===== config.mk =====
export PLATFORM = sky130hd
export DESIGN_NAME = bhd_outq
export DESIGN_NICKNAME = d
export VERILOG_FILES = /design/src/rtl/core/bhd_pkg.sv /design/src/rtl/core/bhd_outq.sv
export SDC_FILE = /design/constraint.sdc
export NUM_CORES = 1
export LEC_CHECK = 0
export BUFFER_PORTS_ARGS = -buffer_cell sky130_fd_sc_hd__clkbuf_2
export CORE_ASPECT_RATIO = 1.25
export CORE_MARGIN = 3
export CORE_UTILIZATION = 51
export CTS_BUF_LIST = sky130_fd_sc_hd__clkbuf_2 sky130_fd_sc_hd__clkbuf_4 sky130_fd_sc_hd__clkbuf_8
export DETAILED_ROUTE_END_ITERATION = 10
export PLACE_DENSITY = 0.89
export SETUP_SLACK_MARGIN = 0.15
export SYNTH_ARGS = -nofsm -noshare
export SYNTH_HDL_FRONTEND = slang
export SYNTH_SLANG_ARGS = --single-unit

===== constraint.sdc =====
create_clock -name clk -period 6.45 [get_ports clk]
set_input_delay 1.29 -clock clk [delete_from_list [all_inputs] [get_ports clk]]
set_output_delay 1.29 -clock clk [all_outputs]
set_load 0.03 [all_outputs]

===== src/rtl/core/bhd_pkg.sv =====
// shared types, sizes and codes for the bucketed hash dedup table
// no dependencies
package bhd_pkg;

  localparam int BIN_INDEX_BITS = 10;
  localparam int SLOTS_PER_BIN  = 4;
  localparam int KEY_BYTES      = 8;
  localparam int VALUE_BITS     = 32;

  localparam int KEY_W      = 8 * KEY_BYTES;
  localparam int BIN_COUNT  = 1 << BIN_INDEX_BITS;
  localparam int COUNT_W    = 13;
  localparam int SCAN_W     = 5;
  localparam int ROW_W      = SLOTS_PER_BIN * (KEY_W + VALUE_BITS);
  localparam int VAL_BASE   = SLOTS_PER_BIN * KEY_W;
  localparam logic [2:0] SLOTS_RESET = 3'd4;

  localparam logic [1:0] FN_INSERT = 2'd0;
  localparam logic [1:0] FN_LOOKUP = 2'd1;
  localparam logic [1:0] FN_CLEAR  = 2'd2;

  localparam logic [2:0] ST_STORED  = 3'd0;
  localparam logic [2:0] ST_DUP     = 3'd1;
  localparam logic [2:0] ST_FULL    = 3'd2;
  localparam logic [2:0] ST_FOUND   = 3'd3;
  localparam logic [2:0] ST_MISS    = 3'd4;
  localparam logic [2:0] ST_CLEARED = 3'd5;

  typedef enum logic [1:0] {OP_INSERT, OP_LOOKUP, OP_CLEAR, OP_NOP} op_t;

  typedef enum logic [1:0] {S_SWEEP, S_IDLE, S_EVAL} state_t;

  typedef struct packed {
    logic [1:0]  func;
    logic [63:0] key;
    logic [31:0] value_in;
  } in_item_t;

  typedef struct packed {
    logic [2:0]  status;
    logic [31:0] value_out;
    logic [12:0] entry_count;
  } out_item_t;

  typedef struct packed {
    op_t                       op;
    logic                      key_zero;
    logic [BIN_INDEX_BITS-1:0] bin;
    logic [KEY_W-1:0]          key;
    logic [VALUE_BITS-1:0]     value;
  } work_t;

  typedef struct packed {
    logic  valid;
    work_t item;
  } fq_head_t;

  typedef struct packed {
    logic pop;
    logic sweeping;
  } back_ctl_t;

endpackage


===== src/rtl/core/bhd_outq.sv =====
// two-entry result queue in front of the out_ ports
// depends on bhd_pkg
module bhd_outq (
  input  logic               clk,
  input  logic               rst_n,
  input  logic               res_push,
  input  bhd_pkg::out_item_t res_data,
  output logic               res_room,
  output logic               out_empty,
  input  logic               out_pop,
  output bhd_pkg::out_item_t out_data
);

  bhd_pkg::out_item_t q_r [2];
  logic               wp_r;
  logic               rp_r;
  logic [1:0]         cnt_r;
  logic               deq;

  assign out_empty = (cnt_r == 2'd0);
  assign res_room  = (cnt_r != 2'd2);
  assign deq       = out_pop && !out_empty;
  assign out_data  = q_r[rp_r];

  always_ff @(posedge clk) begin
    if (!rst_n) begin
      wp_r  <= 1'b0;
      rp_r  <= 1'b0;
      cnt_r <= 2'd0;
    end else begin
      if (res_push) begin
        wp_r <= ~wp_r;
      end
      if (deq) begin
        rp_r <= ~rp_r;
      end
      cnt_r <= cnt_r + 2'(res_push) - 2'(deq);
    end
  end

  always_ff @(posedge clk) begin
    if (res_push) begin
      q_r[wp_r] <= res_data;
    end
  end

endmodule


After elaboration in Yosys (flattened, before gate mapping)
Memory sizes are Yosys's and may differ from the RTL's. A register that Yosys moved wholly into a read port is not among the register bits. Cells that the tools add are included.

Add/sub/neg operators: 2. Multipliers: 0. Div/mod/pow operators: 0. $lt $le $gt $ge: 0. Eq/ne operators: 1. Shifts and indexed selects: 0. Multiplexer cells: 4. Bitwise logic cells: 2. Reduce and logical (&&, ||, !) cells: 3.

Operators by type and width (count): $mux 1 (4); $add 2x1->2 (1); $logic_not 2->1 (1); $ne 2x2->1 const B (1); $not 1->1 (2); $sub 2x1->2 (1); $logic_and 1x1->1 (1); $logic_not 1->1 (1).

Register bits: 4. Latch bits: 0. Memory bits (writable): 96. Bits in read-only memories: 0. Input bits: 52. Logic and storage cells: 16. Memories: 1.

Memory list: q_r (words 2, width 48, read ports 1, clocked after Yosys merged registers in 1, write ports 1, line bhd_outq.sv:14) `bhd_pkg::out_item_t q_r [2];`.

Logic depth before layout (Yosys ltp)
Depth in word-level cells: 5. Mapped depth: 6. Depth with buffers taken out: 6.

Worst setup path before layout
OpenSTA, ideal clock, no wires.

Path kind: input -> register. Start: input port res_push. End: memory q_r[0][0] in the netlist's numbering, enable pin. Setup time: 0.460 ns. Arrival: 3.452 ns. Data required time: 5.990 ns. Path slack: 2.538 ns. Cell stages on the path: 1. Path through: nor2b_1.

Longest elaborated chain between the ends: 2.

RTL lines: start, declared (line bhd_outq.sv:6) `input logic res_push,`; $mux 1 (line bhd_outq.sv:42) `if (res_push) begin`; $mux 1 (implied by the code) (line bhd_outq.sv:43) `q_r[wp_r] <= res_data;`; end, declared (line bhd_outq.sv:14).

No other way between the ends.

==> key figures <==
Run status
  • Status: finished, final reports clean

Power
  • Tot Pwr: 1.66 mW
  • Cell Pwr Density: 361 nW/um^2
  • Maximum VDD drop: 0.218 mV
  • Leakage power: 1.80 nW

Layout
  • Layout area overhead: 21.8%
  • Antenna Diode Count: 0
  • Nets: 335
  • Highest-count cells in the layout ignoring fill and taps: clkbuf_2 (101), edfxtp_1 (96), mux2_2 (28)
  • Fraction of layout instances using a drive strength above 1: 58.8%
  • Final std cells w/o fill: 374
  • Most common cell after layout, fill and taps aside: clkbuf_2

Setup path
  • Worst Path Max Fanout: 31
  • WP data required: 5.16 ns
  • R2R depth: 1
  • Max stage delay cell, worst path: dfxtp_2
  • Crit path cell chain: buf_4 > mux2_2 > clkbuf_2
  • R2R setup slack: between 4 and 5 ns
  • Worst Setup Start Kind: register
  • Worst path max stage delay: 0.67 ns
  • CP Class: reg -> out
  • CP Capture Type: output pin
  • Worst R2R End: q_r[1][7]
  • Worst path arrival time: 2.12 ns
  • Worst r2r src: wp_r

Floorplanning
  • Boundary Pins: between 100 and 150
  • Core area: 7060 um^2
  • Die area: 8490 um^2
  • Die Height: 102 um
  • Initial Util: 53.5%
  • Rows: 34
  • Die W: 83.0 um

Placed design
  • Setup WS pre-CTS: 3.38 ns
  • DP Cell Count: 360
  • Port bufs: 101
  • Hpwl dp: around 4000 um
  • GPL Wtd Cong: between 0.7 and 0.8

Clock network
  • CTS root buf: clkbuf_8
  • H-tree depth: 3
  • Worst-path clk slew: 0.09 ns
  • Clock Path Buffers: 2
  • Clock latency on the worst-skew pair: between 0.3 and 0.4 ns
  • Post-CTS Setup Bufs: 0
  • Post-CTS Hold Fix Bufs: 0
  • # resized after CTS: 0
  • CTS Buf Count: 9
  • CTS Sinks: just over 100
  • CTS tree: done

Global routing
  • Initial antenna violation count: 0
  • First-pass GRT wire length: 9230 um
  • GRT overflow: 0
  • Gr usage total: 14.4%
  • Largest net degree at the start of global routing: between 40 and 50
  • Vias in the first global route: 1939

Synthesis
  • Sequential fraction of the synthesis area: about four fifths
  • Mapped Avg Cell Area: around 22 um^2
  • Syn. warnings: 0
  • Post-synth net total: approximately 230
  • Unique cell type count in the Yosys netlist: 16
  • Gate Count Post-Synth: 172
  • Top cell type's share of synthesized area: 76.2%
  • Post-synth design cell area: 3780 um^2
  • Top post-synthesis cells by area: edfxtp_1 (76%), mux2_2 (8.3%), mux2_4 (7.9%)
  • Synthesized flop and latch total: between 100 and 150
  • Leading area contributor after synthesis: edfxtp_1

STA
  • Slew Limit Fails: 0
  • Setup ws final: 3.04 ns
  • Final setup violation count: 0
  • Max_slew headroom: 24.3%
  • RSZ-0062 raised after global routing: false
  • Fin crit share: 52.9%
  • Hold Fails Final Rpt: 0
  • Worst Tran Pin Value: 1.14 ns
  • Final Skew: just over 0.01 ns
  • TNS Setup: 0 ns
  • Fmax: 293 MHz
  • Tmin final: 3.41 ns

Route
  • DR vias/cell: 4.97
  • Antenna Nets Post-Route: 0
  • Post-route DRC: 0
  • 1st-pass router iterations: 4
  • Final wirelength: 5950 um
  • Initial DRC count: 67
  • Routed WL per cell: between 15 and 20 um
  • DR vias: 1859

Worst hold path
  • Hold Crit Depth: 2
  • HP Class: reg -> reg
  • Hold Crit Start: rp_r

Run
  • Max-capacitance violation count: 0
## layer usage
| metal | GRT usage, % | part of all wire (%) | vias up |
|---|---|---|---|
| met3 | 5.08 | 6.3 | 14 |
| met2 | 25.2 | 53 | 70 |
| met4 | 7.42 | 2.4 | 0 |
| met5 | 0 | 0 | - |
| li1 | - | - | 886 |
| met1 | 15.6 | 38 | 889 |
## cells in the mapped netlist
library cell and count:
nor2b_1 3, nand2b_1 1, mux2_2 28, mux2_4 20
edfxtp_1 96, buf_6 3, xnor3_1 1, nand2_1 2
nor2_1 1, ha_1 2, mux2i_1 2, and2_1 2
o21a_1 2, inv_1 2, buf_2 2, dfxtp_1 5
## power by group
group	internal, mW	switching (mW)	leakage [nW]	total (mW)
registers	0.763	0.0295	0.943	0.793
logic	0.174	0.251	0.749	0.426
clock network	0.252	0.191	0.109	0.444
## logic make-up (layout without fill, tap and decap cells)
family | Yosys count | in the layout | synth area share [%]
buffers and inverters | 7 | 119 | 1.36
flip-flops | 101 | 101 | 78.9
AND/OR/NAND/NOR | 9 | 9 | 1.29
XOR/XNOR | 1 | 1 | 0.596
AO/OA/AOI/OAI | 2 | 2 | 0.397
adder cells (fa/ha/maj) | 2 | 2 | 0.662
multiplexers | 50 | 50 | 16.8
## worst max-delay path: cells and delay by family, from the launching register on
family	cells	cell delay, ns
buffers and inverters	2	0.68
flip-flops	1	0.67
multiplexers	1	0.40
## worst max-delay path by stage
stage,end,depth (start not counted),slack [ns],from
3_5_place_dp,out_data[13],3,3.38,register
2_1_floorplan,q_r[0][0],1,2.54,res_push
5_1_grt,out_data[7],3,2.90,register
6_report,out_data[7],3,3.04,register
3_3_place_gp,out_data[13],3,3.40,register
4_1_cts,out_data[13],3,2.99,register
## state kept, by name, indices dropped and copies added, names as in the netlist, named ones only
signal	count
q_r	96
wp_r	1
cnt_r	2
rp_r	1
## per-stage QoR
step | area [um^2] | hold slack [ns] | utilization [%]
detailed placement | 4380 | 0.475 | 62.0
finish | 4610 | 0.471 | 65.2
global placement | 4380 | 0.463 | 62.0
floorplan | 3780 | 0.452 | -
CTS | 4610 | 0.479 | 65.2
global route | 4610 | 0.500 | 65.2
## final cells by class
| type | instances | area, um^2 |
|---|---|---|
| clock inverter | 5 | 101 |
| fill | 527 | 2460 |
| tap | 90 | 113 |
| timing repair buffer | 103 | 520 |
| inverter | 2 | 7.51 |
| multi-input combinational | 64 | 756 |
| clock buffer | 9 | 124 |
| sequential | 101 | 2980 |
(Power assumes the default switching activity.)
