### config.mk
export PLATFORM = sky130hd
export DESIGN_NAME = bhd_front
export DESIGN_NICKNAME = d
export VERILOG_FILES = /design/src/rtl/core/bhd_pkg.sv /design/src/rtl/core/bhd_front.sv
export SDC_FILE = /design/constraint.sdc
export NUM_CORES = 1
export LEC_CHECK = 0
export BUFFER_PORTS_ARGS = -buffer_cell sky130_fd_sc_hd__buf_2
export CAP_MARGIN = 20
export CORE_MARGIN = 2
export CORE_UTILIZATION = 40
export DETAILED_ROUTE_END_ITERATION = 12
export GPL_TIMING_DRIVEN = 0
export SKIP_LAST_GASP = 1
export SLEW_MARGIN = 10
export SYNTH_ARGS = -nofsm -noshare
export SYNTH_HDL_FRONTEND = slang
export SYNTH_SLANG_ARGS = --single-unit
### constraint.sdc
create_clock -name clk -period 8.7 [get_ports clk]
set_clock_uncertainty 0.1 [all_clocks]
set_input_delay 0.435 -clock clk [delete_from_list [all_inputs] [get_ports clk]]
set_output_delay 0.435 -clock clk [all_outputs]
set_load 0.02 [all_outputs]
### src/rtl/core/bhd_pkg.sv
// shared types, sizes and codes for the bucketed hash dedup table
// no dependencies
package bhd_pkg;

  localparam int BIN_INDEX_BITS = 10;
  localparam int SLOTS_PER_BIN  = 4;
  localparam int KEY_BYTES      = 8;
  localparam int VALUE_BITS     = 32;

  localparam int KEY_W      = 8 * KEY_BYTES;
  localparam int BIN_COUNT  = 1 << BIN_INDEX_BITS;
  localparam int COUNT_W    = 13;
  localparam int SCAN_W     = 5;
  localparam int ROW_W      = SLOTS_PER_BIN * (KEY_W + VALUE_BITS);
  localparam int VAL_BASE   = SLOTS_PER_BIN * KEY_W;
  localparam logic [2:0] SLOTS_RESET = 3'd4;

  localparam logic [1:0] FN_INSERT = 2'd0;
  localparam logic [1:0] FN_LOOKUP = 2'd1;
  localparam logic [1:0] FN_CLEAR  = 2'd2;

  localparam logic [2:0] ST_STORED  = 3'd0;
  localparam logic [2:0] ST_DUP     = 3'd1;
  localparam logic [2:0] ST_FULL    = 3'd2;
  localparam logic [2:0] ST_FOUND   = 3'd3;
  localparam logic [2:0] ST_MISS    = 3'd4;
  localparam logic [2:0] ST_CLEARED = 3'd5;

  typedef enum logic [1:0] {OP_INSERT, OP_LOOKUP, OP_CLEAR, OP_NOP} op_t;

  typedef enum logic [1:0] {S_SWEEP, S_IDLE, S_EVAL} state_t;

  typedef struct packed {
    logic [1:0]  func;
    logic [63:0] key;
    logic [31:0] value_in;
  } in_item_t;

  typedef struct packed {
    logic [2:0]  status;
    logic [31:0] value_out;
    logic [12:0] entry_count;
  } out_item_t;

  typedef struct packed {
    op_t                       op;
    logic                      key_zero;
    logic [BIN_INDEX_BITS-1:0] bin;
    logic [KEY_W-1:0]          key;
    logic [VALUE_BITS-1:0]     value;
  } work_t;

  typedef struct packed {
    logic  valid;
    work_t item;
  } fq_head_t;

  typedef struct packed {
    logic pop;
    logic sweeping;
  } back_ctl_t;

endpackage

### src/rtl/core/bhd_front.sv
// front end: accepts input beats, classifies them and queues them for the back end
// depends on bhd_pkg
module bhd_front (
  input  logic                clk,
  input  logic                rst_n,
  input  logic                in_push,
  output logic                in_full,
  input  bhd_pkg::in_item_t   in_data,
  input  bhd_pkg::back_ctl_t  ctl,
  output bhd_pkg::fq_head_t   head
);

  bhd_pkg::work_t q_r [2];
  logic           wp_r;
  logic           rp_r;
  logic [1:0]     cnt_r;
  logic           accept;
  bhd_pkg::work_t w;

  assign in_full = (cnt_r == 2'd2) || ctl.sweeping;
  assign accept  = in_push && !in_full;

  always_comb begin
    w.key      = bhd_pkg::KEY_W'(in_data.key);
    w.value    = bhd_pkg::VALUE_BITS'(in_data.value_in);
    w.bin      = w.key[bhd_pkg::BIN_INDEX_BITS-1:0];
    w.key_zero = (w.key == '0);
    unique case (in_data.func)
      bhd_pkg::FN_INSERT: w.op = bhd_pkg::OP_INSERT;
      bhd_pkg::FN_LOOKUP: w.op = bhd_pkg::OP_LOOKUP;
      bhd_pkg::FN_CLEAR:  w.op = bhd_pkg::OP_CLEAR;
      default:            w.op = bhd_pkg::OP_NOP;
    endcase
  end

  always_ff @(posedge clk) begin
    if (!rst_n) begin
      wp_r  <= 1'b0;
      rp_r  <= 1'b0;
      cnt_r <= 2'd0;
    end else begin
      if (accept) begin
        wp_r <= ~wp_r;
      end
      if (ctl.pop) begin
        rp_r <= ~rp_r;
      end
      cnt_r <= cnt_r + 2'(accept) - 2'(ctl.pop);
    end
  end

  always_ff @(posedge clk) begin
    if (accept) begin
      q_r[wp_r] <= w;
    end
  end

  assign head.valid = (cnt_r != 2'd0);
  assign head.item  = q_r[rp_r];

endmodule

# Word level (Yosys, flattened, before mapping)
# Memories as Yosys holds them, arrays and structs flattened. A register that Yosys moved wholly into a read port is not among the register bits.
# Index checks and enable logic that the tools add are counted.
[word_totals]
regBits = 4
mem_bits_rw = 218
input_bits = 103
out_inout_bits = 111
mem_count = 1
[mem_list]
columns = ["memory", "words", "word_bits", "read_ports", "rd_ports_with_merged_regs", "wr", "line", "rtl"]
rows = [
  ["q_r", 2, 109, 1, 1, 1, "bhd_front.sv:13", "bhd_pkg::work_t q_r [2];"],
]
[op_classes]
add_sub_neg = 2
reduce_logical = 6
eq_ne = 3
n_bitwise = 2
mux = 5
[op_table]
columns = ["op", "count"]
rows = [
  ["zero test 64 bit", 1],
  ["one-hot mux 2 bit (3 select lines)", 1],
  ["== test 2 bit, second input constant", 2],
  ["two-way mux 1 bit", 4],
  ["adder 2 x 1 -> 2 bit", 1],
  ["== test 2 x 1 -> 1 bit, second input constant", 1],
  ["zero test 2 bit", 1],
  ["NOT 1 bit", 2],
  ["nonzero test 2 bit", 1],
  ["subtractor 2 x 1 -> 2 bit", 1],
  ["logical AND 1 bit", 1],
  ["zero test 1 bit", 1],
  ["logical OR 1 bit", 1],
]

# Logic depth before layout (Yosys ltp)
[depth]
ltp_word = 6
mapped_depth = 8
ltp_nobuf = 8

# Worst setup path after synthesis
# OpenSTA, ideal clock, no wires.
[synth_timing]
path_type = "in2reg"
startpoint = "input in_push"
endpoint = "memory q_r[1][0] (netlist name), enable pin"
setup_slack_ns = 2.971
path_buffers = 0
path_stages = 3
arrival_time_ns = 5.072
setup_time_ns = 0.558
path_cell_list = "inv_1 > or3_2 > nor2_1"
[synth_via]
elab_chain_len = 3
[synth_lines]
columns = ["item", "line", "rtl"]
rows = [
  ["from (decl)", "bhd_front.sv:6", "input logic in_push,"],
  ["logical AND 1 bit", "bhd_front.sv:21", "assign accept = in_push && !in_full;"],
  ["two-way mux 1 bit", "bhd_front.sv:53", "if (accept) begin"],
  ["two-way mux 1 bit (implied by the code)", "bhd_front.sv:54", "q_r[wp_r] <= w;"],
  ["to (decl)", "bhd_front.sv:13", ""],
]
# Every way passes these cells.

==> results by group <==
Run status
  • Status: complete, no violations

STA
  • Max-slew headroom: 61.4%
  • Endpoints failing setup: 0
  • Min Hold Slack: about 0.035 ns
  • Final setup TNS: 0 ns
  • Worst setup margin: about 6.3 ns
  • Max-slew violations: 0
  • Final Hold Fails: 0
  • Slew @ Worst Pin: just under 0.6 ns
  • RSZ-0062 raised after global routing: false
  • Fmax: 409 MHz
  • Fin crit period: between 2 and 2.5 ns
  • Period utilisation layout: 28.1%

Synth
  • Seq cells post-synth: a little over 200
  • Post-Syn Area per Cell: 20.7 um2
  • Synthesized Nets: around 470
  • Main combinational cell family by area after synthesis: multiplexers
  • Mapped Cells: ~370
  • Yosys cell types: 24
  • Synth top area cells: edfxtp_1 78%, mux2_2 13%, mux2_4 2.0%
  • Post-Synth Simple-Gate Area: about 2.8%
  • Seq/Total Area, Yosys: around 79%
  • Synth area leader: edfxtp_1
  • Post-Synth Adder-Cell Area: 0.328%
  • Synth warn: 0
  • Xor/xnor share of the synthesized area: 0.229%
  • Synth Cell Area: 0.00764 mm2
  • Mux share of post-synthesis cell area: 15.1%
  • Post-synthesis compound-gate area fraction: less than 1%
  • Synth top area share: slightly below 80%

Power and ir drop
  • Internal Pwr Total: approximately 1.7 mW
  • PwrDens: between 200 and 250 mW/mm2
  • Max VDD drop: ~150 uV
  • Switching share of power: ~23%
  • Clock power frac: approximately 37%
  • Leakage: roughly 3.6 nW
  • Sw power: 0.521 mW
  • Register share of total power: between 50% and 60%
  • Combinational fraction of design power: roughly 13%

Cells and area
  • Commonest non-fill, non-tap cells in the layout: 219 x buf_2, 198 x edfxtp_1, 89 x mux2_2, 23 x clkbuf_16, 17 x nor4_1
  • Post-layout nets: roughly 700
  • Area grow syn2layout: 27.8%
  • Fraction of layout cells with a size suffix above 1: 59.5%
  • Post-layout utilization of the core: 52.2%
  • Commonest non-fill, non-tap cell in the layout: buf_2
  • Fillers: about 1500

Routing
  • Final wirelength: 15300 um
  • DRC: 0
  • DRT Pass-1 Iters: 4
  • Total vias in the final route: approximately 4200
  • Starting DRT DRC Count: between 100 and 150
  • Wirelength per Cell: approximately 18 um
  • Vias per Instance: roughly 4.8
  • Post-route ant nets: 0

Setup path
  • CP max stage delay: 0.33 ns
  • Critical path type: reg2out
  • Worst path cell trace: buf_6, buf_6, buf_6, mux2_4, buf_4, buf_2
  • Reg2reg setup slack: around 6.4 ns
  • Critical path capture point type: output pin
  • Worst Path Required: approximately 8 ns
  • R2R cell count: 5
  • Maximum fanout along the worst path: 10
  • CP delay by family, top: buffers and inverters
  • Critical Path Slowest Stage Cell: mux2_4
  • Most used cell, CP: buf_6
  • R2r startpoint: cnt_r[1]$_SDFF_PN0_
  • Crit path DAT: ~1.9 ns
  • CP Depth: 6
  • Startpoint class of the critical path: register
  • R2r endpoint: q_r[1][64]$_DFFE_PP_
  • Buffers and inverters on the worst path: 5
  • Worst Setup EP: head[101]

GRT
  • Aggregate global routing overflow: 0
  • Largest net degree at the start of global routing: between 50 and 60
  • All-Layer GR Usage: 14.7%
  • Number of global-route vias before repair: between 4000 and 5000
  • Wire length of the first global-routing pass: 23300 um
  • Initial antenna violation count: 1

Place
  • GPL Wtd Cong: 0.729
  • Dpl ws: approximately 6.2 ns
  • Hpwl dp: around 11000 um
  • Buffers added on ports: 211

Clocking
  • Clock tree from TritonCTS: yes
  • Num CTS Buffers: 22
  • Post-CTS Setup Bufs: 0
  • Later-pin clock latency in the skew report: approximately 0.48 ns
  • Clk sinks: between 200 and 250
  • H-tree depth: 1
  • Clk buf depth: 3
  • Clock root buffer: clkbuf_16
  • CTS resizes: 0
  • CTS clk-pin slew, worst paths: about 0.060 ns
  • CTS Hold Buffers Added: 0

Die
  • Die area: approximately 0.020 mm2
  • Die width: 142 um
  • Rows: 50
  • Total I/O pin count: between 200 and 250
  • Chip height: roughly 140 um
  • Core area: 0.0187 mm2
  • Starting Density: between 40 and 50%

Hold path
  • Worst min-delay path class: in2reg

Run
  • Max Cap Viol: 0
-- Yosys cell counts --
cell,count
a21oi_1,1
and2_1,1
and2_2,1
buf_2,8
buf_4,10
buf_6,3
clkbuf_1,2
dfxtp_1,5
edfxtp_1,198
ha_1,2
inv_1,5
mux2_2,89
mux2_4,10
nand4_1,4
nor2_1,4
nor2b_4,1
nor3_1,1
nor4_1,17
o31ai_1,1
or2_2,2
or3_2,1
or4_4,1
xnor2_1,1
xor2_1,1
-- final cells by class --
class | count | area, um2 | area share (%)
Antenna cell | 2 | 5.00 | 0.0513
Buffer | 23 | 156 | 1.60
Clock buffer | 29 | 598 | 6.13
Clock inverter | 8 | 33.8 | 0.346
Inverter | 5 | 23.8 | 0.244
Multi-Input combinational cell | 138 | 1430 | 14.6
Sequential cell | 203 | 6050 | 61.9
Tap cell | 234 | 293 | 3.00
Timing Repair Buffer | 216 | 1180 | 12.1
-- logic make-up after synthesis --
group / Yosys count
XOR/XNOR: 2
AND/OR/NAND/NOR: 33
adder cells (fa/ha/maj): 2
flip-flops: 203
multiplexers: 99
AO/OA/AOI/OAI: 2
buffers and inverters: 28
-- per-stage QoR --
step,cell area (um2),std cells,power (mW)
finish,9760,858,2.24
global route,9750,856,2.34
CTS,9750,856,2.28
detailed placement,9120,819,1.45
global placement,8990,814,1.44
floorplan,7640,369,1.34
-- state kept, by name (all words and copies together), names as in the netlist, named ones only --
register	cells
q_r	198
wp_r	1
cnt_r	2
rp_r	1
-- layer usage --
metal | vias to the layer above | part of all wire, % | track usage [%]
met4 | 0 | 1.8 | 4.42
met5 | - | 0 | 0
li1 | 1946 | - | -
met3 | 23 | 8.5 | 4.85
met2 | 164 | 49 | 25.7
met1 | 2022 | 40 | 17.4
-- worst reg2reg max path: cells and delay by family, from the launching register on --
family | cells | cell delay [ns]
AND/OR/NAND/NOR | 3 | 1.07
flip-flops | 1 | 0.33
buffers and inverters | 2 | 0.47
-- worst min path at each step --
stage,to,slack [ns],depth (start not counted),startpoint
2_1_floorplan,wp_r$_SDFFE_PN0P_,0.36,2,wp_r$_SDFFE_PN0P_
3_3_place_gp,wp_r$_SDFFE_PN0P_,0.37,2,wp_r$_SDFFE_PN0P_
3_5_place_dp,wp_r$_SDFFE_PN0P_,0.39,2,wp_r$_SDFFE_PN0P_
4_1_cts,q_r[0][30]$_DFFE_PP_,0.01,1,in_data[30]
5_1_grt,q_r[1][29]$_DFFE_PP_,0.01,1,in_data[29]
6_report,q_r[0][30]$_DFFE_PP_,0.03,1,in_data[30]
-- power by group through the flow --
stage / clock, mW / sequential, mW / combinational, mW
after global placement: 0 / 1.16 / 0.283
final: 0.820 / 1.13 / 0.290
after CTS: 0.847 / 1.13 / 0.295
after floorplan: 0 / 1.16 / 0.181
after global routing: 0.890 / 1.14 / 0.313
after detailed placement: 0 / 1.15 / 0.294
Note: power is estimated with default switching activity, not from simulation.
